$ cat config.mk
export PLATFORM = sky130hd
export DESIGN_NAME = json_string_unescape
export DESIGN_NICKNAME = d
export VERILOG_FILES = /design/src/sv/jsu_pkg.sv /design/src/sv/jsu_decode.sv /design/src/sv/jsu_outbuf.sv /design/src/sv/json_string_unescape.sv
export SDC_FILE = /design/constraint.sdc
export NUM_CORES = 1
export LEC_CHECK = 0
export BUFFER_PORTS_ARGS = -buffer_cell sky130_fd_sc_hd__buf_4
export CAP_MARGIN = 20
export CORE_MARGIN = 3
export CORE_UTILIZATION = 40
export DETAILED_ROUTE_END_ITERATION = 10
export SYNTH_ARGS = -nofsm -noshare
export SYNTH_HDL_FRONTEND = slang
export SYNTH_SLANG_ARGS = --single-unit
$ cat constraint.sdc
create_clock -name clock -period 11.4 [get_ports clock]
set_input_delay 0.57 -clock clock [delete_from_list [all_inputs] [get_ports clock]]
set_output_delay 0.57 -clock clock [all_outputs]
set_load 0.03 [all_outputs]
$ cat src/sv/jsu_pkg.sv
// Shared types and codes for the JSON string decoder
package jsu_pkg;

   // Scan phase of the decoder
   typedef enum logic [3:0] {
      PH_IDLE   = 4'd0,
      PH_SPACE  = 4'd1,
      PH_STR    = 4'd2,
      PH_ESC    = 4'd3,
      PH_HEX_HI = 4'd4,
      PH_BSL_LO = 4'd5,
      PH_U_LO   = 4'd6,
      PH_HEX_LO = 4'd7
   } phase_type;

   // Result kinds
   localparam logic [1:0] KIND_BYTE  = 2'd0;
   localparam logic [1:0] KIND_CLOSE = 2'd1;
   localparam logic [1:0] KIND_ERROR = 2'd2;

   // Up to four results caused by one input item, lowest byte goes out first
   typedef struct packed {
      logic [2:0]      count;
      logic [1:0]      kind;
      logic [3:0][7:0] bytes;
   } result_type;

endpackage

$ cat src/sv/jsu_decode.sv
// Byte decoder: scan state plus the logic that turns one text byte into results
module jsu_decode
   import jsu_pkg::*;
(
   input  logic       clock,
   input  logic       reset,
   input  logic       accept,
   input  logic [7:0] in_byte,
   input  logic       start_scan,
   input  logic       end_of_text,
   output result_type result
);

   localparam logic [7:0] CH_QUOTE = 8'h22;
   localparam logic [7:0] CH_BSL   = 8'h5C;
   localparam logic [7:0] CH_SLASH = 8'h2F;
   localparam logic [7:0] CH_B     = 8'h62;
   localparam logic [7:0] CH_F     = 8'h66;
   localparam logic [7:0] CH_N     = 8'h6E;
   localparam logic [7:0] CH_R     = 8'h72;
   localparam logic [7:0] CH_T     = 8'h74;
   localparam logic [7:0] CH_U     = 8'h75;
   localparam logic [7:0] CH_SPACE = 8'h20;
   localparam logic [7:0] WS_LOW   = 8'h09;
   localparam logic [7:0] WS_HIGH  = 8'h0D;

   localparam logic [20:0] CP_ONE   = 21'h00007F;
   localparam logic [20:0] CP_TWO   = 21'h0007FF;
   localparam logic [20:0] CP_THREE = 21'h00FFFF;
   localparam logic [20:0] CP_PLANE = 21'h010000;

   // top six bits of a high and of a low surrogate
   localparam logic [5:0] SUR_HIGH = 6'b110110;
   localparam logic [5:0] SUR_LOW  = 6'b110111;

   phase_type   phase_ff, phase_in;
   logic [15:0] high_ff, high_in;
   logic [15:0] low_ff, low_in;
   logic [1:0]  dcnt_ff, dcnt_in;

   phase_type   ph;
   logic [15:0] hi_cur;
   logic [15:0] lo_cur;
   logic [1:0]  dc_cur;
   logic [4:0]  hexv;
   logic        err;
   logic        closed;
   logic [20:0] pair_cp;

   // hex digit value, bit 4 set when the byte is no digit
   function automatic logic [4:0] hex_value(input logic [7:0] c);
      logic [4:0] v;
      v = 5'h10;
      if (c >= 8'h30 && c <= 8'h39) begin
         v = {1'b0, c[3:0]};
      end else if ((c >= 8'h61 && c <= 8'h66) || (c >= 8'h41 && c <= 8'h46)) begin
         v = {1'b0, c[3:0] + 4'd9};
      end
      return v;
   endfunction

   // UTF-8 form of a code point
   function automatic result_type utf8_encode(input logic [20:0] cp);
      result_type r;
      r = '0;
      r.kind = KIND_BYTE;
      if (cp <= CP_ONE) begin
         r.count    = 3'd1;
         r.bytes[0] = cp[7:0];
      end else if (cp <= CP_TWO) begin
         r.count    = 3'd2;
         r.bytes[0] = {3'b110, cp[10:6]};
         r.bytes[1] = {2'b10, cp[5:0]};
      end else if (cp <= CP_THREE) begin
         r.count    = 3'd3;
         r.bytes[0] = {4'b1110, cp[15:12]};
         r.bytes[1] = {2'b10, cp[11:6]};
         r.bytes[2] = {2'b10, cp[5:0]};
      end else begin
         r.count    = 3'd4;
         r.bytes[0] = {5'b11110, cp[20:18]};
         r.bytes[1] = {2'b10, cp[17:12]};
         r.bytes[2] = {2'b10, cp[11:6]};
         r.bytes[3] = {2'b10, cp[5:0]};
      end
      return r;
   endfunction

   // single result of a given kind and byte
   function automatic result_type single(input logic [7:0] b, input logic [1:0] k);
      result_type r;
      r = '0;
      r.count    = 3'd1;
      r.kind     = k;
      r.bytes[0] = b;
      return r;
   endfunction

   // next state and results for the byte on offer
   always_comb begin
      ph       = start_scan ? PH_SPACE : phase_ff;
      hi_cur   = start_scan ? 16'h0000 : high_ff;
      lo_cur   = start_scan ? 16'h0000 : low_ff;
      dc_cur   = start_scan ? 2'd0 : dcnt_ff;
      hexv     = hex_value(in_byte);
      err      = 1'b0;
      closed   = 1'b0;
      result   = '0;
      phase_in = ph;
      high_in  = hi_cur;
      low_in   = lo_cur;
      dcnt_in  = dc_cur;
      pair_cp  = '0;

      case (ph)
         PH_SPACE: begin
            if (in_byte == CH_QUOTE) begin
               phase_in = PH_STR;
            end else if (!((in_byte >= WS_LOW && in_byte <= WS_HIGH) ||
                           in_byte == CH_SPACE)) begin
               err = 1'b1;
            end
         end
         PH_STR: begin
            if (in_byte == CH_QUOTE) begin
               closed = 1'b1;
            end else if (in_byte < CH_SPACE) begin
               err = 1'b1;
            end else if (in_byte == CH_BSL) begin
               phase_in = PH_ESC;
            end else begin
               result = single(in_byte, KIND_BYTE);
            end
         end
         PH_ESC: begin
            phase_in = PH_STR;
            case (in_byte)
               CH_QUOTE, CH_BSL, CH_SLASH: result = single(in_byte, KIND_BYTE);
               CH_B: result = single(8'h08, KIND_BYTE);
               CH_F: result = single(8'h0C, KIND_BYTE);
               CH_N: result = single(8'h0A, KIND_BYTE);
               CH_R: result = single(8'h0D, KIND_BYTE);
               CH_T: result = single(8'h09, KIND_BYTE);
               CH_U: begin
                  phase_in = PH_HEX_HI;
                  high_in  = 16'h0000;
                  dcnt_in  = 2'd0;
               end
               default: err = 1'b1;
            endcase
         end
         PH_HEX_HI: begin
            if (hexv[4]) begin
               err = 1'b1;
            end else begin
               high_in = {hi_cur[11:0], hexv[3:0]};
               if (dc_cur != 2'd3) begin
                  dcnt_in = dc_cur + 2'd1;
               end else begin
                  dcnt_in = 2'd0;
                  if (high_in[15:10] == SUR_HIGH) begin
                     phase_in = PH_BSL_LO;
                  end else if (high_in[15:10] == SUR_LOW) begin
                     err = 1'b1;
                  end else begin
                     result   = utf8_encode({5'b00000, high_in});
                     phase_in = PH_STR;
                  end
               end
            end
         end
         PH_BSL_LO: begin
            if (in_byte == CH_BSL) begin
               phase_in = PH_U_LO;
            end else begin
               err = 1'b1;
            end
         end
         PH_U_LO: begin
            if (in_byte == CH_U) begin
               phase_in = PH_HEX_LO;
               low_in   = 16'h0000;
               dcnt_in  = 2'd0;
            end else begin
               err = 1'b1;
            end
         end
         PH_HEX_LO: begin
            if (hexv[4]) begin
               err = 1'b1;
            end else begin
               low_in = {lo_cur[11:0], hexv[3:0]};
               if (dc_cur != 2'd3) begin
                  dcnt_in = dc_cur + 2'd1;
               end else begin
                  dcnt_in = 2'd0;
                  if (low_in[15:10] != SUR_LOW) begin
                     err = 1'b1;
                  end else begin
                     pair_cp  = {1'b0, hi_cur[9:0], low_in[9:0]} + CP_PLANE;
                     result   = utf8_encode(pair_cp);
                     phase_in = PH_STR;
                  end
               end
            end
         end
         default: phase_in = PH_IDLE;
      endcase

      // error, close and end of text inside an unfinished scan replace whatever the byte decoded
      if (err) begin
         result   = single(8'h00, KIND_ERROR);
         phase_in = PH_IDLE;
      end else if (closed) begin
         result   = single(8'h00, KIND_CLOSE);
         phase_in = PH_IDLE;
      end else if (end_of_text && phase_in != PH_IDLE) begin
         result   = single(8'h00, KIND_ERROR);
         phase_in = PH_IDLE;
      end
   end

   // scan state
   always_ff @(posedge clock) begin
      if (reset) begin
         phase_ff <= PH_IDLE;
         high_ff  <= 16'h0000;
         low_ff   <= 16'h0000;
         dcnt_ff  <= 2'd0;
      end else if (accept) begin
         phase_ff <= phase_in;
         high_ff  <= high_in;
         low_ff   <= low_in;
         dcnt_ff  <= dcnt_in;
      end
   end

endmodule

$ cat src/sv/jsu_outbuf.sv
// Result register: holds the results of one item and hands them out in order
module jsu_outbuf
   import jsu_pkg::*;
(
   input  logic       clock,
   input  logic       reset,
   input  logic       load,
   input  result_type result,
   output logic       can_load,
   output logic       rsp_tvalid,
   input  logic       rsp_tready,
   output logic [7:0] rsp_tdata,
   output logic [1:0] rsp_tuser,
   output logic       rsp_tlast
);

   logic [2:0]      cnt_ff, cnt_in;
   logic [1:0]      kind_ff, kind_in;
   logic [3:0][7:0] bytes_ff, bytes_in;
   logic            fire;

   // a new item may enter once at most the last result is on its way out
   assign can_load = (cnt_ff == 3'd0) || (cnt_ff == 3'd1 && rsp_tready);

   // drain by shifting down, reload when an item brings results
   always_comb begin
      fire     = (cnt_ff != 3'd0) && rsp_tready;
      cnt_in   = cnt_ff;
      kind_in  = kind_ff;
      bytes_in = bytes_ff;
      if (fire) begin
         cnt_in   = cnt_ff - 3'd1;
         bytes_in = {8'h00, bytes_ff[3:1]};
      end
      if (load && result.count != 3'd0) begin
         cnt_in   = result.count;
         kind_in  = result.kind;
         bytes_in = result.bytes;
      end
   end

   always_ff @(posedge clock) begin
      if (reset) begin
         cnt_ff <= 3'd0;
      end else begin
         cnt_ff <= cnt_in;
      end
   end

   always_ff @(posedge clock) begin
      kind_ff  <= kind_in;
      bytes_ff <= bytes_in;
   end

   assign rsp_tvalid = (cnt_ff != 3'd0);
   assign rsp_tdata  = bytes_ff[0];
   assign rsp_tuser  = kind_ff;
   assign rsp_tlast  = (cnt_ff == 3'd1);

endmodule

$ cat src/sv/json_string_unescape.sv
// Channel  Dir  tdata        tuser            tlast
// req      in   in_byte[7:0] start_scan       end_of_text
// rsp      out  out_byte[7:0] kind[1:0]       run_last
//
// One byte is taken per cycle while the result register can load. A byte that
// decodes to several results holds the input while the result register drains.
// Decoding is one combinational pass from the port into the result register.
// Reset (synchronous) returns the scan to idle and empties the result register.
// rsp_tready low holds the results; req_tready follows it combinationally.
module json_string_unescape
   import jsu_pkg::*;
(
   input  logic       clock,
   input  logic       reset,
   input  logic       req_tvalid,
   output logic       req_tready,
   input  logic [7:0] req_tdata,   // [7:0] in_byte
   input  logic       req_tuser,   // [0] start_scan
   input  logic       req_tlast,
   output logic       rsp_tvalid,
   input  logic       rsp_tready,
   output logic [7:0] rsp_tdata,   // [7:0] out_byte
   output logic [1:0] rsp_tuser,   // [1:0] kind
   output logic       rsp_tlast
);

   result_type result;
   logic       accept;
   logic       can_load;

   assign req_tready = can_load;
   assign accept     = req_tvalid & can_load;

   // byte decoder and scan state
   jsu_decode u_decode (
      .clock       (clock),
      .reset       (reset),
      .accept      (accept),
      .in_byte     (req_tdata),
      .start_scan  (req_tuser),
      .end_of_text (req_tlast),
      .result      (result)
   );

   // result register and serialiser
   jsu_outbuf u_outbuf (
      .clock      (clock),
      .reset      (reset),
      .load       (accept),
      .result     (result),
      .can_load   (can_load),
      .rsp_tvalid (rsp_tvalid),
      .rsp_tready (rsp_tready),
      .rsp_tdata  (rsp_tdata),
      .rsp_tuser  (rsp_tuser),
      .rsp_tlast  (rsp_tlast)
   );

endmodule
**Word-level counts from Yosys, hierarchy flattened**

Cells that the tools add are included.

- Logic and storage cells: 156
- Bits in latches: 0
- Memories: 0
- Memory bits (writable): 0
- Input port bits: 14
- ROM bits: 0
- Flip-flop bits (word level): 75
- Output and inout bits: 13

- Magnitude comparators: 14
- Reductions and logical operators: 20
- Add/subtract/negate cells: 4
- Shifts and indexed selects: 0
- Mux-type cells: 85
- Bitwise gates (word level): 1
- Equality and inequality tests: 22
- Divide/modulo/power cells: 0
- Multipliers: 0

Operators with widths:

| cell | number |
|---|---|
| 2-to-1 mux 37 bit | 12 |
| case mux 35 bit (6 select lines) | 1 |
| case mux 37 bit (4 select lines) | 1 |
| 2-to-1 mux 16 bit | 9 |
| 2-to-1 mux 4 bit | 17 |
| 2-to-1 mux 32 bit | 2 |
| case mux 16 bit (2 select lines) | 2 |
| equality test 8 x 7 -> 1 bit, second input constant | 7 |
| 2-to-1 mux 35 bit | 1 |
| 2-to-1 mux 8 bit | 4 |
| case mux 4 bit (7 select lines) | 1 |
| equality test 8 x 6 -> 1 bit, second input constant | 3 |
| 2-to-1 mux 24 bit | 1 |
| 2-to-1 mux 22 bit | 1 |
| adder 20 x 17 -> 21 bit, second input constant | 1 |
| <= comparator 21 x 11 -> 1 bit, second input constant | 1 |
| <= comparator 21 x 16 -> 1 bit, second input constant | 1 |
| <= comparator 21 x 7 -> 1 bit, second input constant | 1 |
| 2-to-1 mux 3 bit | 7 |
| 2-to-1 mux 1 bit | 17 |
| equality test 4 x 3 -> 1 bit, second input constant | 4 |
| >= comparator 8 x 7 -> 1 bit, second input constant | 2 |
| <= comparator 16 x 11 -> 1 bit, second input constant | 1 |
| <= comparator 16 x 7 -> 1 bit, second input constant | 1 |
| 30 further kinds | 48 |

**Depth between registers and ports, before layout**

- Word-level depth: 20
- Mapped depth: 17
- Mapped depth without buffers: 15

**Hierarchy**

A second synthesis with hierarchy kept.

- Cell total of the unflattened synthesis: 648
- Area total of the unflattened synthesis: 5067.4 um^2

Modules (own cells, without submodules):

| module | instances | seq. area each (um^2) | cells an instance | area each (um^2) |
|---|---|---|---|---|
| jsu_decode | 1 | 600.6 | 491 | 3390.8 |
| jsu_outbuf | 1 | 1081.0 | 156 | 1670.4 |
| json_string_unescape | 1 | 0.0 | 1 | 6.3 |

**Worst setup path before layout**

OpenSTA, ideal clock, no wires.

- Path kind: in2reg
- Start point: input port req_tuser
- End point: register u_outbuf.bytes_ff[10] (netlist name) (enable)
- Setup time: 0.463 ns
- Required time: 10.937 ns
- Buffers on the path: 4
- Setup slack: 7.045 ns
- Cell stages on the path: 14
- Data arrival time: 3.892 ns
- Cell sequence: clkbuf_1 clkbuf_1 clkbuf_1 clkbuf_1 nor2b_1 ha_1 nor4bb_1 nor2b_1 a22oi_1 o2111ai_1 nor3_2 nand2_1 a21oi_2 nand2b_1

- Cells in the longest elaborated chain, start to end: 16
- Elaborated cells on any way between the ends: 65
- Those cells by class: add/sub (1); order compare (5); eq/ne (11); mux (43); reduce/logical (5)

Ends and longest elaborated chain:

| what | RTL line | RTL |
|---|---|---|
| start: declaration | json_string_unescape.sv:18 | `input logic req_tuser,` |
| 2-to-1 mux 16 bit, on equally long branches | jsu_decode.sv:103, jsu_decode.sv:102 |  |
| adder 20 x 17 -> 21 bit | jsu_decode.sv:200 | `pair_cp = {1'b0, hi_cur[9:0], low_in[9:0]} + CP_PLANE;` |
| <= comparator 21 x 16 -> 1 bit | jsu_decode.sv:74 | `end else if (cp <= CP_THREE) begin` |
| 2-to-1 mux 3 bit | jsu_decode.sv:74 |  |
| 2-to-1 mux 3 bit | jsu_decode.sv:70 | `end else if (cp <= CP_TWO) begin` |
| 2-to-1 mux 3 bit | jsu_decode.sv:67 | `if (cp <= CP_ONE) begin` |
| 2-to-1 mux 37 bit | jsu_decode.sv:197 | `if (low_in[15:10] != SUR_LOW) begin` |
| 2-to-1 mux 37 bit | jsu_decode.sv:193 | `if (dc_cur != 2'd3) begin` |
| 2-to-1 mux 37 bit | jsu_decode.sv:189 | `if (hexv[4]) begin` |
| case mux 37 bit (4 select lines) | jsu_decode.sv:115 | `case (ph)` |
| 2-to-1 mux 37 bit | jsu_decode.sv:217 | `end else if (end_of_text && phase_in != PH_IDLE) begin` |
| 2-to-1 mux 37 bit | jsu_decode.sv:214 | `end else if (closed) begin` |
| 2-to-1 mux 37 bit * | jsu_decode.sv:211 | `if (err) begin` |
| nonzero test 3 bit * | jsu_outbuf.sv:35 | `if (load && result.count != 3'd0) begin` |
| logical AND 1 bit * | jsu_outbuf.sv:35 |  |
| nonzero test 2 bit (no line) * | - |  |
| end signal: assignment | jsu_outbuf.sv:52 | `bytes_ff <= bytes_in;` |
| end: declaration | jsu_outbuf.sv:19 | `logic [3:0][7:0] bytes_ff, bytes_in;` |

Mark *: on every way between the ends. The rest lies on a longest branch, timed or not.
A chain may end at the register's enable or synchronous reset.

==> impl_metrics.yaml <==
detailed_routing:
  viasPerCell: 6.41
  ant_nets: 0
  wl_per_cell_um: 21.7
  drc: 0
  wirelength_mm: 17.2
  wl_met2_mm: 7.70
  drt_iter0_markers: 574
  met1_length_mm: 7.86
  firstDrtPassIters: 7
  route.met3.wl_mm: 1.28
  routed.top_layer: "met4"
  vias: 5092
logic_synthesis:
  synthSimpleGateAreaFrac_pct: 28.1
  muxShareOfSynthArea_pct: 2.12
  synth_edf_count: 31
  synth_xor_area_share_pct: 0.872
  ys_warn_count: 0
  synthAdderAreaFrac_pct: 3.49
  synth_area_per_cell_um2: 7.98
  syn_area_um2: 5020
  syn_nets: 657
  synth_seq_cells: 64
  async_flop_share_pct: 0
  ys.flop_type: "dfxtp_1"
  ys_types: 84
  synth_seq_area_share_pct: 31.7
  synth_compound_area_share_pct: 27.8
  synth_top_family_by_area: "simple AND/OR/NAND/NOR gates"
  netlist_instances: 629
power:
  p_total_mw: 1.06
  powerDensity_nw_per_um2: 191
  leakage_nw: 1.91
  ir_drop_mv: 0.127
timing:
  fin_skew_ns: 0.00574
  final.setup.tns_ns: 0
  setup_viol: 0
  layout_worst_path_cycle_share_pct: 38.4
  fmax_mhz: 228
  slew_viol_final: 0
  tightest_slew_ns: 1.03
  slew_headroom_pct: 31.0
  final-hold-violation-count: 0
  period_needed_ns: 4.38
  rsz0062_at_grt: "false"
clock_network:
  cts_tree: "yes"
  clockRootBuffer: "clkbuf_16"
  cts-buffers-inserted: 9
  htreeDepth: 3
  cts_hold_buffers: 0
  numClockSinks: 64
  ctsResizeCount: 0
  clk-insertion-delay-late_ns: 0.33
  clk_pin_slew_ns: 0.06
  cts_setup_buffers: 0
  clockBufferDepth: 2
critical_path:
  crit_top_cell: "inv_1"
  startpoint: "req_tuser"
  r2r-end: "u_outbuf.bytes_ff[18]"
  critPathSlowestCell: "a2111oi_0"
  max_stage_delay_ns: 0.77
  endpoint_kind: "flop"
  path_cells: "buf_4, inv_1, nand2_1, inv_1, ha_1, nand4bb_1, nor3_1, a22oi_1, o2111ai_1, nor3_2, nand3_1, a2111oi_0, a21oi_1, o31ai_1"
  cp-endpoint: "u_outbuf.bytes_ff[13]"
  cp.arrival_ns: 4.51
  reg2reg_depth: 13
  cp.required_ns: 11.53
  r2r_slack_ns: 7.33
  reg2reg_from: "u_decode.high_ff[7]"
  path_class: "in2reg"
  cp-start-kind: "input pin"
  cp_max_fo: 39
placement:
  io_buffers: 26
  placed_cells: 778
  gp_congestion: 0.959
  postPlaceCellArea_um2: 5220
  dp_hpwl_mm: 12.8
floorplan:
  die_w_um: 118
  io_pins: 27
  initial_utilization_pct: 41.3
  row_count: 40
  die_h_um: 118
  core_area_um2: 12200
  die_area_um2: 13900
hold_path:
  hold_class: "reg2reg"
layout:
  layout-drive-gt1-share_pct: 11.5
  nets: 649
  antenna_cells: 0
  final_area_um2: 5550
  fin_cells: 794
  area_growth_pct: 10.4
grt:
  grt_use_total_pct: 24.2
  grt_max_degree: 40
  gr-total-overflow: 0
  antenna_found_initial: 0
  grt_pass1_vias: 4639
  grt_pass1_wl_mm: 26.9
flow_run:
  max-cap-violations: 0
run_status:
  outcome: "finished clean"
-- where the power goes --
group | total (mW) | internal (mW) | switching (mW)
Sequential | 0.373 | 0.337 | 0.0363
Clock | 0.298 | 0.191 | 0.107
Combinational | 0.388 | 0.131 | 0.257
Total | 1.06 | 0.659 | 0.400
-- worst min path at each step --
stage	start	to	slack (ns)	depth (start not counted)
detailed placement	u_decode.low_ff[10]	u_decode.low_ff[10]	0.46	2
global placement	u_decode.dcnt_ff[1]	u_decode.dcnt_ff[1]	0.46	2
floorplan	u_decode.low_ff[10]	u_decode.low_ff[10]	0.44	2
CTS	u_decode.dcnt_ff[1]	u_decode.dcnt_ff[1]	0.47	2
global route	u_decode.low_ff[10]	u_decode.low_ff[10]	0.50	2
finish	u_decode.low_ff[10]	u_decode.low_ff[10]	0.47	2
-- state kept, by name (all words and copies together) (netlist names) --
register and cells:
u_decode.low_ff 12, u_outbuf.bytes_ff 21, u_decode.high_ff 12, u_decode.dcnt_ff 2
u_outbuf.rsp_tuser 2, u_outbuf.rsp_tdata 8, u_decode.phase_ff 4, u_outbuf.cnt_ff 3
-- cell type report --
type	instances	area, um^2
clock buffer	9	225
fill	1208	6620
clock inverter	7	96.3
inverter	16	60.1
sequential	64	1590
multi-input combinational	499	3130
tap	168	210
timing repair buffer	31	233
-- through the flow --
step | utilization [%] | hold WS (ns) | setup WS, ns
2_1_floorplan | - | 0.444 | 7.05
3_3_place_gp | 43.0 | 0.459 | 6.91
3_5_place_dp | 43.0 | 0.463 | 6.75
4_1_cts | 45.6 | 0.471 | 7.08
5_1_grt | 45.6 | 0.502 | 6.66
6_report | 45.6 | 0.472 | 7.02
-- placed cells by master, fill, tap and decap left out, types with 19 or more instances in the layout --
cell type	n
a21oi_1	38
a22oi_1	19
buf_4	31
dfxtp_1	33
edfxtp_1	31
nand2_1	52
nand3_1	26
nor2_1	72
nor3_1	33
o21ai_0	36
-- worst max-delay path: cells and delay by family --
family | cells | cell delay, ns
adders and majority gates | 1 | 0.32
and+or+nand+nor | 5 | 1.45
buffers and inverters | 3 | 0.82
AOI/OAI and AO/OA | 5 | 1.33
-- Yosys cell counts (3+ instances only) --
cell	count	share of area [%]
a21oi_1	38	3.8
a2111oi_0	3	0.52
mux2i_1	5	1.0
buf_4	9	1.3
nand2_1	52	3.9
nor3_1	33	3.3
a22o_1	9	1.6
o31ai_1	5	0.75
a31oi_1	3	0.37
a211oi_1	4	0.60
clkbuf_1	35	2.6
nand3_1	26	2.6
o211ai_1	4	0.60
nor3b_1	3	0.45
nand4_1	9	1.1
a32oi_1	6	1.0
o22ai_1	3	0.37
o21ai_0	36	3.6
edfxtp_1	31	19
xnor2_1	5	0.87
inv_1	15	1.1
dfxtp_1	33	13
nand2b_1	7	0.87
a22oi_1	19	2.8
o21bai_1	4	0.60
nor2_1	72	5.4
nor4bb_1	3	0.60
o21ai_1	9	0.90
ha_1	14	3.5
and2_1	12	1.5
or2_2	6	0.75
o21a_1	3	0.45
or3_1	4	0.50
a221oi_1	8	1.4
nor2b_1	16	2.0
nor4_1	6	0.75
nand3b_1	3	0.45
a211o_1	6	1.0
a2bb2oi_1	4	0.70
a21o_1	6	0.90
-- layer usage --
layer	global-route usage [%]	up-vias
met5	0	-
met3	3.60	28
li1	-	2348
met2	37.8	266
met1	34.7	2450
met4	7.18	0
-- logic make-up (layout without fill, tap and decap cells) --
kind of cell	Yosys count	count (layout)
compound gates	199	199
xor+xnor	5	5
fa+ha+maj	14	14
buf+inv	66	63
flops	64	64
mux	9	9
simple gates	272	272
Note: power is estimated with default switching activity, not from simulation.
